### src/hdl/qte_pkg.sv
package qte_pkg;

	localparam int COMPONENT_WIDTH = 16;
	localparam int CORDIC_STAGES = 16;

	localparam int WORK_FRAC = 28;
	localparam int TABLE_LEN = 30;
	localparam int CORDIC_N = (CORDIC_STAGES < TABLE_LEN) ? CORDIC_STAGES : TABLE_LEN;

	// product alignment to Q.28
	localparam int PROD_SHIFT = 2 * (COMPONENT_WIDTH - 2) - WORK_FRAC;
	localparam int PROD_SHR = (PROD_SHIFT > 0) ? PROD_SHIFT : 0;
	localparam int PROD_SHL = (PROD_SHIFT < 0) ? -PROD_SHIFT : 0;
	localparam int PROD_EXT_W = 2 * COMPONENT_WIDTH + PROD_SHL;

	localparam int PROD_W = WORK_FRAC + 4;
	localparam int SUM_W = WORK_FRAC + 6;
	localparam int CW = SUM_W + 2;
	localparam int ZW = 32;
	localparam int SQ_W = WORK_FRAC + 1;
	localparam int ISQ_W = 2 * WORK_FRAC + 2;
	localparam int ISQ_STEPS = WORK_FRAC + 1;
	localparam int RND_W = ZW - 15;

	typedef logic signed [COMPONENT_WIDTH-1:0] comp_t;
	typedef logic signed [PROD_W-1:0] prod_t;
	typedef logic signed [SUM_W-1:0] sum_t;
	typedef logic signed [CW-1:0] cw_t;
	typedef logic signed [ZW-1:0] ang_t;
	typedef logic [ISQ_W-1:0] isq_t;
	typedef logic signed [14:0] q12_t;

	localparam sum_t ONE_Q28 = sum_t'(64'sd1 << WORK_FRAC);
	localparam isq_t ONE2_Q56 = isq_t'(1) << (2 * WORK_FRAC);
	localparam ang_t PI_Q28 = 32'sd843314857;
	localparam q12_t HALF_PI_Q12 = 15'sd6434;
	localparam q12_t PI_Q12 = 15'sd12868;
	localparam logic signed [ZW:0] ROUND_HALF = (ZW + 1)'(1) << (WORK_FRAC - 13);

	localparam ang_t ATAN_TAB [TABLE_LEN] = '{
		32'sd210828714, 32'sd124459457, 32'sd65760959, 32'sd33381290, 32'sd16755422,
		32'sd8385879, 32'sd4193963, 32'sd2097109, 32'sd1048571, 32'sd524287,
		32'sd262144, 32'sd131072, 32'sd65536, 32'sd32768, 32'sd16384,
		32'sd8192, 32'sd4096, 32'sd2048, 32'sd1024, 32'sd512,
		32'sd256, 32'sd128, 32'sd64, 32'sd32, 32'sd16,
		32'sd8, 32'sd4, 32'sd2, 32'sd1, 32'sd0
	};

	typedef struct packed {
		sum_t roll_y;
		sum_t roll_x;
		sum_t yaw_y;
		sum_t yaw_x;
		sum_t pitch_s;
		logic clamp;
		logic neg;
	} side_t;

	typedef struct packed {
		logic clamp;
		logic neg;
	} tag_t;

	function automatic prod_t prod_q28(input comp_t a, input comp_t b);
		logic signed [2*COMPONENT_WIDTH-1:0] p;
		logic signed [PROD_EXT_W-1:0] e;
		p = a * b;
		e = PROD_EXT_W'(p);
		e = (e >>> PROD_SHR) <<< PROD_SHL;
		return e[PROD_W-1:0];
	endfunction

	// round half up to Q3.12, then saturate to +/-lim
	function automatic q12_t to_q12(input ang_t a, input q12_t lim);
		logic signed [ZW:0] t;
		logic signed [RND_W-1:0] r;
		logic signed [RND_W-1:0] l;
		t = (ZW + 1)'(a) + ROUND_HALF;
		r = RND_W'(t >>> (WORK_FRAC - 12));
		l = RND_W'(lim);
		if (r > l)
			return lim;
		if (r < -l)
			return -lim;
		return r[14:0];
	endfunction

endpackage

### src/hdl/qte_cordic.sv
module qte_cordic (
	input  logic          clk,
	input  logic          arst_n,
	input  logic          en,
	input  logic          valid_i,
	input  qte_pkg::sum_t y_i,
	input  qte_pkg::sum_t x_i,
	input  qte_pkg::tag_t tag_i,
	output logic          valid_o,
	output qte_pkg::ang_t angle_o,
	output qte_pkg::tag_t tag_o
);
	import qte_pkg::*;

	cw_t x_s [CORDIC_N+1];
	cw_t y_s [CORDIC_N+1];
	ang_t z_s [CORDIC_N+1];
	logic zero_s [CORDIC_N+1];
	tag_t tag_s [CORDIC_N+1];
	logic [CORDIC_N:0] vld_q;
	cw_t x_ext, y_ext;

	assign x_ext = cw_t'(x_i);
	assign y_ext = cw_t'(y_i);

	always_ff @(posedge clk or negedge arst_n) begin
		if (!arst_n)
			vld_q <= '0;
		else if (en)
			vld_q <= {vld_q[CORDIC_N-1:0], valid_i};
	end

	// left half plane: turn by pi first
	always_ff @(posedge clk) begin
		if (en) begin
			zero_s[0] <= (x_i == '0) && (y_i == '0);
			tag_s[0] <= tag_i;
			if (x_i[SUM_W-1]) begin
				x_s[0] <= -x_ext;
				y_s[0] <= -y_ext;
				z_s[0] <= y_i[SUM_W-1] ? -PI_Q28 : PI_Q28;
			end else begin
				x_s[0] <= x_ext;
				y_s[0] <= y_ext;
				z_s[0] <= '0;
			end
		end
	end

	for (genvar i = 0; i < CORDIC_N; i++) begin : g_iter
		always_ff @(posedge clk) begin
			if (en) begin
				zero_s[i+1] <= zero_s[i];
				tag_s[i+1] <= tag_s[i];
				if (!y_s[i][CW-1]) begin
					x_s[i+1] <= x_s[i] + (y_s[i] >>> i);
					y_s[i+1] <= y_s[i] - (x_s[i] >>> i);
					z_s[i+1] <= z_s[i] + ATAN_TAB[i];
				end else begin
					x_s[i+1] <= x_s[i] - (y_s[i] >>> i);
					y_s[i+1] <= y_s[i] + (x_s[i] >>> i);
					z_s[i+1] <= z_s[i] - ATAN_TAB[i];
				end
			end
		end
	end

	assign valid_o = vld_q[CORDIC_N];
	assign angle_o = zero_s[CORDIC_N] ? '0 : z_s[CORDIC_N];
	assign tag_o = tag_s[CORDIC_N];

endmodule

### config.mk
export PLATFORM = sky130hd
export DESIGN_NAME = qte_cordic
export DESIGN_NICKNAME = d
export VERILOG_FILES = /design/src/hdl/qte_pkg.sv /design/src/hdl/qte_cordic.sv
export SDC_FILE = /design/constraint.sdc
export NUM_CORES = 2
export LEC_CHECK = 0
export CORE_ASPECT_RATIO = 0.7
export CORE_UTILIZATION = 40
export CTS_CLUSTER_SIZE = 8
export DETAILED_ROUTE_END_ITERATION = 7
export DONT_BUFFER_PORTS = 1
export HOLD_SLACK_MARGIN = 0.03
export SYNTH_ARGS = -nofsm -noshare
export SYNTH_HDL_FRONTEND = slang
export SYNTH_SLANG_ARGS = --single-unit
### constraint.sdc
create_clock -name clk -period 15.1 [get_ports clk]
set_input_delay 3.775 -clock clk [delete_from_list [all_inputs] [get_ports clk]]
set_output_delay 3.775 -clock clk [all_outputs]
set_load 0.05 [all_outputs]
# --- Word-level counts from Yosys, hierarchy flattened ---
# Memory sizes are Yosys's and may differ from the RTL's.
# Index checks and enable logic that the tools add are counted.
totals:
  reg_bits: 17
  mem_bits_rw: 1819
  output_inout_bits: 35
  word_cells: 314
  memories: 5
classes:
  addsub: 97
  muxes: 157
  n_bitwise: 51
  n_reduce_logical: 3
memory_table:
  columns: ["memory", "words", "width", "rd", "rd_clocked_by_memory_dff", "wr", "line_no", "source"]
  rows:
  - ["x_s", 17, 36, 16, 0, 17, "qte_cordic.sv:15", "cw_t x_s [CORDIC_N+1];"]
  - ["y_s", 17, 36, 16, 0, 17, "qte_cordic.sv:16", "cw_t y_s [CORDIC_N+1];"]
  - ["z_s", 17, 32, 17, 0, 17, "qte_cordic.sv:17", "ang_t z_s [CORDIC_N+1];"]
  - ["tag_s", 17, 2, 17, 0, 17, "qte_cordic.sv:19", "tag_t tag_s [CORDIC_N+1];"]
  - ["zero_s", 17, 1, 17, 0, 17, "qte_cordic.sv:18", "logic zero_s [CORDIC_N+1];"]
ops:
  columns: ["op", "count"]
  rows:
  - ["2-to-1 mux 36 bit", 34]
  - ["2-to-1 mux 32 bit", 19]
  - ["2-to-1 mux 1 bit", 104]
  - ["adder 36 x 21 -> 36 bit", 2]
  - ["adder 36 x 22 -> 36 bit", 2]
  - ["adder 36 x 23 -> 36 bit", 2]
  - ["adder 36 x 24 -> 36 bit", 2]
  - ["adder 36 x 25 -> 36 bit", 2]
  - ["adder 36 x 26 -> 36 bit", 2]
  - ["adder 36 x 27 -> 36 bit", 2]
  - ["adder 36 x 28 -> 36 bit", 2]
  - ["adder 36 x 29 -> 36 bit", 2]
  - ["adder 36 x 30 -> 36 bit", 2]
  - ["adder 36 x 31 -> 36 bit", 2]
  - ["adder 36 x 32 -> 36 bit", 2]
  - ["adder 36 x 33 -> 36 bit", 2]
  - ["adder 36 x 34 -> 36 bit", 2]
  - ["adder 36 x 35 -> 36 bit", 2]
  - ["negation 34 -> 36 bit", 2]
  - ["subtractor 36 x 21 -> 36 bit", 2]
  - ["subtractor 36 x 22 -> 36 bit", 2]
  - ["subtractor 36 x 23 -> 36 bit", 2]
  - ["subtractor 36 x 24 -> 36 bit", 2]
  - ["subtractor 36 x 25 -> 36 bit", 2]
  - ["45 further kinds", 109]

# --- Logic depth before layout (Yosys ltp) ---
logic_depth:
  ltp_word: 4
  mapped_depth: 23
  depth_no_buf: 22

# --- Worst setup path before layout ---
# Ideal clock, no wire load.
synth_path:
  kind: "input to register"
  start: "input en"
  end: "memory y_s[8][34] in the netlist's numbering (data pin)"
  setup_time_ps: 258
  arrival_ps: 8153
  slack_ps: 6689
  path_stages: 18
  n_path_buf: 4
  path_cell_list: "clkbuf_1 > clkbuf_1 > nand2_1 > clkbuf_1 > buf_1 > o21ai_0 > fa_1 > a21o_1 > a21oi_1 > o21bai_1 > o21ai_0 > a21o_1 > o311a_1 > nor3_1 > o311a_1 > a41o_1 > o41a_1 > xor2_1"
synth_lines:
  columns: ["element", "line_no", "source"]
  rows:
  - ["start: declaration", "qte_cordic.sv:4", "input logic en,"]
  - ["end: declaration", "qte_cordic.sv:16", null]

==> metrics <==
status finished clean; Max-Slew Margin vs Limit 0.0866; # Max-Cap Violations 0; largest net degree at the start of global routing 290; Achievable Freq between 0.09 and 0.1 GHz; Vias/cell 5.70; WL/cell 19.9 um; GPL Wtd Cong 0.932; Clock Path Buffers 4; fin. max-slew vios 0; CP endpoint kind flip-flop; syn nets 15.7k; Slowest cell on crit path buf_16; Num CTS Buffers 236; ys async rst share 0.0103; Detailed Routing Iterations Pass 1 6; DRC 0; Layout area overhead 8.45%; CP top delay family buffers and inverters; die height 489 um; initial antenna violation count 4; I/O pin total 109; post-route ant nets 0; CTS Hold Buffers Added 0; CP cell instances buf_16 -> buf_16 -> buf_16 -> nand2_1 -> buf_4 -> inv_1 -> buf_4 -> a21oi_1 -> xnor2_1 -> ha_1 -> and3_1 -> a31oi_1 -> o21ai_0 -> a31oi_1 -> nor2b_1 -> a221oi_1 -> o31ai_1 -> a221oi_1 -> a31oi_1 -> xor2_1; GRT Residual Overflow 0; number of global-route vias before repair 96.6k; drt total wl about 370000 um; unique cell type count in the Yosys netlist 101; Mapped Area 135000 sq um; Worst Tran Pin Value 1.37 ns; clock sinks 1646; Synth top area share 0.361; crit path max fanout 223; post-cts sizing count 0; Data arrival, critical path between 10 and 15 ns; Critical path buffers and inverters 6; Vias ~110k; Final nets between 15k and 20k; Port-buffer cells 0; min setup slack post-route 4.54 ns; Critical Setup Path Class input port to flip-flop; EDFF count, synth between 1.5k and 2k; top cells by area, synth edfxtp_1, ha_1, xnor2_1, a21oi_1, xor2_1; GR Util All Layers 0.210; clock skew 0.105 ns; H-Tree Level Count 4; synth warn 0; setup violators final 0; overall die area 341000 sq um; core area around 340000 sq um; Initial Util 0.403; Cells after Synth around 14k; Syn Area/Cell 9.60 sq um; HP Class flip-flop to flip-flop; RSZ-0062 raised after global routing false; dpl hpwl 290000 um; #FFs+latches synth 1646; Die Wd 697 um; clock-pin slew on the worst setup and hold paths 0.06 ns; root buffer cell clkbuf_16; Post-CTS Setup Inserts 0; dpl ws 4.11 ns; Worst Path Required 15.74 ns; crit path launch type input port; Final Hold Slack 0.406 ns; CTS tree built; Synth area leader edfxtp_1; worst skew pair latency 0.95 ns; layout cell share with drive strength beyond 1 0.0344; Final period util 0.699; sequential area share after synthesis 0.365; Setup TNS 0 ns; critical path's largest stage delay between 0.6 and 0.7 ns; first-iteration detailed-routing DRC count 10.6k; Synth Flop Type edfxtp_1; final hold viol count 0; Cell Rows ~180; min Tclk post-route between 10 and 15 ns; first-pass GRT wire length approximately 570000 um
## routing by layer
metal,track usage,wire length [um],vias to the layer above
met3,0.0383,29600,404
met5,0,0,-
li1,-,-,52200
met4,0.0424,7290,0
met1,0.337,192000,50200
met2,0.285,142000,3330
## final timing paths
kind / startpoint / endpoint / slack, ns / cells past startpoint
min reg2reg: zero_s[0][13]$_DFFE_PP_ / zero_s[0][14]$_DFFE_PP_ / 0.41 / 0
max: en / x_s[10][33]$_DFFE_PP_ / 4.54 / 20
min in group asynchronous: arst_n / vld_q[7]$_DFFE_PN0P_ / 2.60 / 0
min: zero_s[0][13]$_DFFE_PP_ / zero_s[0][14]$_DFFE_PP_ / 0.41 / 0
max reg2reg: y_s[5][8]$_DFFE_PP_ / x_s[6][35]$_DFFE_PP_ / 9.08 / 18
max in group asynchronous: arst_n / vld_q[11]$_DFFE_PN0P_ / 12.42 / 0
## stage by stage
step / util / cells / area [sq um]
2_1_floorplan: - / 14100 / 135000
3_3_place_gp: 0.418 / 18400 / 141000
3_5_place_dp: 0.418 / 18400 / 141000
4_1_cts: 0.436 / 18600 / 147000
5_1_grt: 0.437 / 18600 / 147000
6_report: 0.437 / 18600 / 147000
## registers in the layout, summed over array words and instances (netlist names)
| register | flops |
|---|---|
| zero_s | 17 |
| x_s | 526 |
| tag_s | 34 |
| y_s | 540 |
| vld_q | 17 |
| z_s | 512 |
## Yosys cell counts (all sizes together), types with 42 or more instances
cell type,number
or3,109
buf,42
nand2b,255
nor4,122
fa,46
a21o,695
o21bai,191
o211ai,75
o41ai,79
nand4,106
a21oi,1384
edfxtp,1629
nand3,213
xnor2,1294
nor3,331
a21boi,56
xor2,691
and2,68
nor2,1071
mux2i,47
or2,49
clkbuf,248
inv,582
o21a,187
and3,87
ha,1455
o21ai,872
a211oi,103
or4,58
nand2,849
a31oi,135
nor2b,241
o31ai,187
## cell type report
cell class	count	area (sq um)
clock inverter	15	179
timing repair buffer	57	648
tap	4500	5630
inverter	594	2230
fill	32300	189000
multi-input combinational	11600	82700
clock buffer	263	6050
sequential	1646	49300
antenna	4	10.0
## cells in the final DEF, fill, tap and decap left out, types with 76 or more instances in the layout
master | synthesis | routed
a211oi_1 | 103 | 103
a21o_1 | 695 | 695
a21oi_1 | 1383 | 1383
a31oi_1 | 135 | 135
and3_1 | 87 | 87
clkbuf_16 | 0 | 238
edfxtp_1 | 1629 | 1629
ha_1 | 1455 | 1455
inv_1 | 580 | 579
nand2_1 | 847 | 839
nand2b_1 | 254 | 254
nand3_1 | 213 | 213
nand4_1 | 106 | 106
nor2_1 | 1071 | 1070
nor2b_1 | 241 | 241
nor3_1 | 324 | 324
nor4_1 | 117 | 117
o21a_1 | 187 | 187
o21ai_0 | 856 | 856
o21bai_1 | 191 | 191
o31ai_1 | 186 | 186
o41ai_1 | 76 | 76
or3_1 | 107 | 107
xnor2_1 | 1293 | 1293
xor2_1 | 691 | 691
## cells by family after synthesis
group | after synthesis | share of synthesized area
flip-flops | 1646 | 0.365
multiplexers | 78 | 0.00605
buffers and inverters | 884 | 0.0247
AO/OA/AOI/OAI | 4336 | 0.203
XOR/XNOR | 1985 | 0.128
adder cells (fa/ha/maj) | 1501 | 0.141
AND/OR/NAND/NOR | 3667 | 0.132
Power is not shown: default switching activity piles up to over one toggle a cycle in this logic, so the estimate is an artifact.
